`config.mk`:
```
export PLATFORM = sky130hd
export DESIGN_NAME = windowed_three_pin_qualifier
export DESIGN_NICKNAME = d
export VERILOG_FILES = /design/src/hw/rtl/wtpq_pkg.sv /design/src/hw/rtl/wtpq_pin.sv /design/src/hw/rtl/windowed_three_pin_qualifier.sv
export SDC_FILE = /design/constraint.sdc
export NUM_CORES = 1
export LEC_CHECK = 0
export ABC_CLOCK_PERIOD_IN_PS = 8000
export BUFFER_PORTS_ARGS = -buffer_cell sky130_fd_sc_hd__buf_2
export CAP_MARGIN = 20
export CORE_MARGIN = 10
export CORE_UTILIZATION = 60
export CTS_CLUSTER_SIZE = 24
export DETAILED_ROUTE_END_ITERATION = 10
export PLACE_DENSITY = 0.77
export SLEW_MARGIN = 25
export SYNTH_ARGS = -nofsm -noshare
export SYNTH_HDL_FRONTEND = slang
export SYNTH_SLANG_ARGS = --single-unit
export TNS_END_PERCENT = 30
```
`constraint.sdc`:
```
create_clock -name clk -period 8 [get_ports clk]
set_input_delay 1.6 -clock clk [delete_from_list [all_inputs] [get_ports clk]]
set_output_delay 1.6 -clock clk [all_outputs]
set_load 0.03 [all_outputs]
```
`src/hw/rtl/wtpq_pkg.sv`:
```
package wtpq_pkg;

  localparam int WIN_LEN_W = 16;
  localparam logic [WIN_LEN_W-1:0] WIN_LEN_RESET = 16'd10;

  typedef struct packed {
    logic sods_level;
    logic soe_level;
    logic lo_level;
    logic change_ack;
  } in_word_t;

  typedef struct packed {
    logic sods_state;
    logic soe_state;
    logic lo_state;
    logic any_changed;
    logic window_done;
  } out_word_t;

  typedef struct packed {
    logic step;
    logic close;
  } pin_ctrl_t;

endpackage

```
`src/hw/rtl/wtpq_pin.sv`:
```
module wtpq_pin #(
  parameter int COUNT_WIDTH = 16
) (
  input  logic                          clk,
  input  logic                          rst_n,
  input  wtpq_pkg::pin_ctrl_t           ctrl,
  input  logic                          level,
  input  logic [wtpq_pkg::WIN_LEN_W-1:0] window_length,
  output logic                          qual_high
);
  import wtpq_pkg::*;

  localparam int CntW  = COUNT_WIDTH + 1;
  localparam int ProdW = (CntW + 4 > WIN_LEN_W + 4) ? CntW + 4 : WIN_LEN_W + 4;

  logic [CntW-1:0]  count_r;
  logic [CntW-1:0]  count_nxt;
  logic [CntW-1:0]  added;
  logic [ProdW-1:0] cnt_ext;
  logic [ProdW-1:0] wl_ext;
  logic [ProdW-1:0] cnt_x10;
  logic [ProdW-1:0] wl_x9;

  // The high count saturates at all ones.
  assign added = (level && (count_r != {CntW{1'b1}})) ? count_r + CntW'(1) : count_r;

  assign cnt_ext   = ProdW'(added);
  assign wl_ext    = ProdW'(window_length);
  assign cnt_x10   = (cnt_ext << 3) + (cnt_ext << 1);
  assign wl_x9     = (wl_ext << 3) + wl_ext;
  assign qual_high = cnt_x10 > wl_x9;

  always_comb begin
    count_nxt = count_r;
    if (ctrl.step) begin
      count_nxt = ctrl.close ? '0 : added;
    end
  end

  always_ff @(posedge clk) begin
    if (!rst_n) begin
      count_r <= '0;
    end else begin
      count_r <= count_nxt;
    end
  end

endmodule

```
`src/hw/rtl/windowed_three_pin_qualifier.sv`:
```
// Channel | Direction | Handshake           | Word
// in      | input     | in_valid / in_stall | wtpq_pkg::in_word_t
// out     | output    | out_valid/out_stall | wtpq_pkg::out_word_t
// cfg     | input     | cfg_we              | window_length, 16 bits
//
// A word goes through two registers: the input register, then the result register.
// One word is taken every cycle while in_stall is low.
// Reset is synchronous and restores window_length to 10 and clears all counts and flags.
// in_stall rises only while both registers hold words and out_stall is high.
module windowed_three_pin_qualifier #(
  parameter int COUNT_WIDTH = 16
) (
  input  logic                          clk,
  input  logic                          rst_n,
  input  logic                          in_valid,
  output logic                          in_stall,
  input  wtpq_pkg::in_word_t            in_data,
  output logic                          out_valid,
  input  logic                          out_stall,
  output wtpq_pkg::out_word_t           out_data,
  input  logic                          cfg_we,
  input  logic [wtpq_pkg::WIN_LEN_W-1:0] cfg_wdata
);
  import wtpq_pkg::*;

  localparam int CmpW = (COUNT_WIDTH > WIN_LEN_W) ? COUNT_WIDTH : WIN_LEN_W;

  logic [WIN_LEN_W-1:0]   window_length_r;
  logic                   s1_valid_r;
  in_word_t               s1_word_r;
  logic                   out_valid_r;
  out_word_t              out_word_r;
  out_word_t              out_word_nxt;
  logic [COUNT_WIDTH-1:0] tick_count_r;
  logic [COUNT_WIDTH-1:0] tick_count_nxt;
  logic [2:0]             qual_r;
  logic [2:0]             qual_nxt;
  logic [2:0]             qual_new;
  logic                   change_flag_r;
  logic                   change_flag_nxt;
  logic                   advance;
  logic                   close;
  pin_ctrl_t              pin_ctrl;

  assign in_stall  = s1_valid_r && out_valid_r && out_stall;
  assign advance   = s1_valid_r && !in_stall;
  assign out_valid = out_valid_r;
  assign out_data  = out_word_r;

  assign close = !(CmpW'(tick_count_r) < CmpW'(window_length_r));

  assign pin_ctrl.step  = advance;
  assign pin_ctrl.close = close;

  wtpq_pin #(.COUNT_WIDTH(COUNT_WIDTH)) u_pin_sods (
    .clk(clk), .rst_n(rst_n), .ctrl(pin_ctrl), .level(s1_word_r.sods_level),
    .window_length(window_length_r), .qual_high(qual_new[2])
  );

  wtpq_pin #(.COUNT_WIDTH(COUNT_WIDTH)) u_pin_soe (
    .clk(clk), .rst_n(rst_n), .ctrl(pin_ctrl), .level(s1_word_r.soe_level),
    .window_length(window_length_r), .qual_high(qual_new[1])
  );

  wtpq_pin #(.COUNT_WIDTH(COUNT_WIDTH)) u_pin_lo (
    .clk(clk), .rst_n(rst_n), .ctrl(pin_ctrl), .level(s1_word_r.lo_level),
    .window_length(window_length_r), .qual_high(qual_new[0])
  );

  // The acknowledge clears the flag before this word's change detection sets it.
  always_comb begin
    tick_count_nxt  = close ? '0 : tick_count_r + COUNT_WIDTH'(1);
    qual_nxt        = close ? qual_new : qual_r;
    change_flag_nxt = (change_flag_r && !s1_word_r.change_ack) ||
                      (close && (qual_new != qual_r));
    out_word_nxt.sods_state  = qual_nxt[2];
    out_word_nxt.soe_state   = qual_nxt[1];
    out_word_nxt.lo_state    = qual_nxt[0];
    out_word_nxt.any_changed = change_flag_nxt;
    out_word_nxt.window_done = close;
  end

  always_ff @(posedge clk) begin
    if (!rst_n) begin
      window_length_r <= WIN_LEN_RESET;
      s1_valid_r      <= 1'b0;
      out_valid_r     <= 1'b0;
      tick_count_r    <= '0;
      qual_r          <= '0;
      change_flag_r   <= 1'b0;
    end else begin
      if (cfg_we) begin
        window_length_r <= cfg_wdata;
      end
      if (!in_stall) begin
        s1_valid_r <= in_valid;
      end
      if (advance) begin
        out_valid_r   <= 1'b1;
        tick_count_r  <= tick_count_nxt;
        qual_r        <= qual_nxt;
        change_flag_r <= change_flag_nxt;
      end else if (!out_stall) begin
        out_valid_r <= 1'b0;
      end
    end
  end

  always_ff @(posedge clk) begin
    if (in_valid && !in_stall) begin
      s1_word_r <= in_data;
    end
    if (advance) begin
      out_word_r <= out_word_nxt;
    end
  end

endmodule

```
==> flow_metrics.env <==
export IMPL_syn_nets=1341
export IMPL_dr_wl_met2_um=10500
export IMPL_worst_path_dominant_cell_family="simple AND/OR/NAND/NOR gates"
export IMPL_core_area_sq_um=15100
export IMPL_diodes=0
export IMPL_critical_path_required_ps=8080
export IMPL_ys_ff_latch=98
export IMPL_min_period_ps=6600
export IMPL_die_y_um=144
export IMPL_seqCellArea_sq_um=2050
export IMPL_area_growth_pct=6.04
export IMPL_cap_violations=0
export IMPL_route_detailed_drc=0
export IMPL_wirelength_um=22700
export IMPL_setup_viol=0
export IMPL_portBuffers=31
export IMPL_status="finished clean"
export IMPL_switching_share=0.306
export IMPL_dr_pass1_iters=5
export IMPL_synth_top_cell_area_share=0.193
export IMPL_setup_ws_ps=1400
export IMPL_yosys_top_cells_area="dfxtp_1 (19%), ha_1 (19%), xnor2_1 (7.1%), a21oi_1 (5.3%), nor2_1 (4.4%)"
export IMPL_met1Wirelength_um=10700
export IMPL_synth_warnings=0
export IMPL_synth_top_area_cell="dfxtp_1"
export IMPL_slowest_delay_ps=520
export IMPL_pre_cts_ws_ps=1570
export IMPL_dieWidth_um=144
export IMPL_drv_slew=0
export IMPL_final_nets=1341
export IMPL_relSlewSlack=0.432
export IMPL_p_leak_nw=4.46
export IMPL_critical_path_class="reg2reg"
export IMPL_skew_ps=10.3
export IMPL_max_clock_freq_ghz=0.152
export IMPL_insertion_delay_ps=370
export IMPL_vias_per_cell=6.17
export IMPL_tightest_slew_ps=851
export IMPL_ctsHoldBuffers=0
export IMPL_p_sw_mw=0.359
export IMPL_combPwrFrac=0.163
export IMPL_yosysSeqAreaShare=0.222
export IMPL_end_kind="flop"
export IMPL_wl_met3_um=1100
export IMPL_grt_pass1_vias=7955
export IMPL_track_usage=0.223
export IMPL_peakVddDrop_mv=0.169
export IMPL_timing_final_hold_violations=0
export IMPL_grt_remaining_overflow=0
export IMPL_ctsHtreeMaxLevel=3
export IMPL_synth_avg_cell_area_sq_um=7.88
export IMPL_stdcell_count=1368
export IMPL_grt_pass1_wl_um=38100
export IMPL_vias=8440
export IMPL_grt_setup_unrepaired="false"
export IMPL_grt_max_degree=60
export IMPL_crit_buf_inv=0
export IMPL_rows=45
export IMPL_seqPwrFrac=0.440
export IMPL_power_density_nw_per_um2=119
export IMPL_ys_async_sr_fraction=0
export IMPL_final_period_utilization=0.825
export IMPL_drt_wirelength_per_cell_um=16.6
export IMPL_startpoint_type="flop"
export IMPL_clock_path_buffers=2
export IMPL_root_buffer="clkbuf_16"
export IMPL_cp_max_fo=9
export IMPL_post_cts_buffers=0
export IMPL_drive_above_1_share=0.0636
export IMPL_power_share_clock=0.397
export IMPL_timing_setup_tns_ps=0
export IMPL_multiInputGateArea_sq_um=6850
export IMPL_routabilityCongestion=0.905
export IMPL_cts_tree="done"
export IMPL_routed_top_layer="met4"
export IMPL_cellInternalPower_mw=0.813
export IMPL_drt_iter0_markers=558
export IMPL_finalHoldWorstSlack_ps=462
export IMPL_netlist_instances=1175
export IMPL_cts_made_buffers=9
export IMPL_path_clk_slew_ps=80
export IMPL_cts_resized=0
export IMPL_synth_ff_type="dfxtp_1"
export IMPL_hold_class="reg2reg"
export IMPL_antenna_found_initial=0
export IMPL_dpl_cell_count=1352
export IMPL_synth_edf_count=9
export IMPL_cts_sink_count=98
export IMPL_worstPathArrival_ps=6680
export IMPL_total_power_mw=1.17
export IMPL_fill_cells=1313
export IMPL_die_area_sq_um=20800
export IMPL_postRouteAntennaNets=0
export IMPL_io_pin_count=32
export IMPL_netlist_area_sq_um=9250
export IMPL_yosys_cell_types_count=66
export IMPL_cpMaxStageDelayCell="a2111oi_0"
export IMPL_hpwl_um=16700
export IMPL_start_util=0.611
## worst paths after layout
kind	from	depth (start not counted)	slack, ps	endpoint
worst min-delay path	u_pin_sods.count_r[10]	2	460	u_pin_sods.count_r[10]
worst max register to register	u_pin_lo.count_r[0]	27	1400	out_data[1]
worst min register to register	u_pin_sods.count_r[10]	2	460	u_pin_sods.count_r[10]
worst max-delay path	u_pin_lo.count_r[0]	27	1400	out_data[1]
## metal layers
metal	vias up	track usage
met5	-	0
met4	0	0.0745
met3	29	0.0354
met2	210	0.370
met1	3940	0.287
li1	4261	-
## area by class of cell
class                           instances  area share
Clock buffer                           10      0.0255
Clock inverter                          6     0.00638
Inverter                               45      0.0172
Multi-Input combinational cell        985       0.698
Sequential cell                        98       0.209
Tap cell                              188      0.0240
Timing Repair Buffer                   36      0.0196
## cells by family after synthesis
logic type | Yosys count | share of synthesized area
multiplexers | 20 | 0.0222
flip-flops | 98 | 0.222
AND/OR/NAND/NOR | 424 | 0.225
adder cells (fa/ha/maj) | 141 | 0.194
XOR/XNOR | 115 | 0.109
AO/OA/AOI/OAI | 285 | 0.191
buffers and inverters | 92 | 0.0381
## per-stage QoR
stage | instance area (sq um) | utilization
finish | 9810 | 0.648
floorplan | 9250 | -
global route | 9810 | 0.648
global placement | 9500 | 0.627
CTS | 9810 | 0.648
detailed placement | 9500 | 0.627
## Yosys cell counts, types with 6 or more instances
master	n
buf_2	6
a21oi_1	98
nand2_1	106
nor4b_1	10
and3_1	19
and2_1	7
nor2b_1	12
nand4_1	26
or3_1	6
ha_1	137
nor2_1	108
o21ai_0	67
nor4_1	13
a31oi_1	12
edfxtp_1	9
inv_1	43
dfxtp_1	89
o211ai_1	9
a211oi_1	14
o21a_1	9
nand2b_1	6
clkbuf_1	34
o21bai_1	12
or2_2	8
nor3_1	20
xnor2_1	75
xor2_1	40
buf_1	7
a21o_1	24
nand3_1	65
mux2i_1	16
## cell usage in the layout (no fill, tap or decap), types with 14 or more instances in the layout
| master | count |
|---|---|
| a21o_1 | 24 |
| o21ai_0 | 67 |
| xnor2_1 | 75 |
| nor2_1 | 108 |
| nor3_1 | 20 |
| mux2i_1 | 16 |
| ha_1 | 137 |
| nand4_1 | 26 |
| dfxtp_1 | 89 |
| nand3_1 | 65 |
| xor2_1 | 40 |
| and3_1 | 19 |
| a21oi_1 | 98 |
| buf_2 | 31 |
| inv_1 | 43 |
| nand2_1 | 105 |
| a211oi_1 | 14 |
## sequential cells by signal (all words and copies together), names as in the netlist
signal	cells
s1_valid_r	1
change_flag_r	1
u_pin_sods.count_r	17
out_data	5
out_valid	1
u_pin_soe.count_r	17
qual_r	3
tick_count_r	16
u_pin_lo.count_r	17
window_length_r	16
s1_word_r	4
## power groups by stage
stage               Sequential (mW)  Combinational, mW  Clock (mW)
CTS                           0.516              0.189       0.471
global route                  0.518              0.216       0.489
detailed placement            0.528              0.188           0
floorplan                     0.526              0.135           0
finish                        0.516              0.191       0.465
global placement              0.527              0.183           0
## tightest hold or removal path: stages (launching register included)
cell     delay [ps]
dfxtp_1         310
nand2_1          50
a21oi_1          50
(Power assumes the default switching activity.)
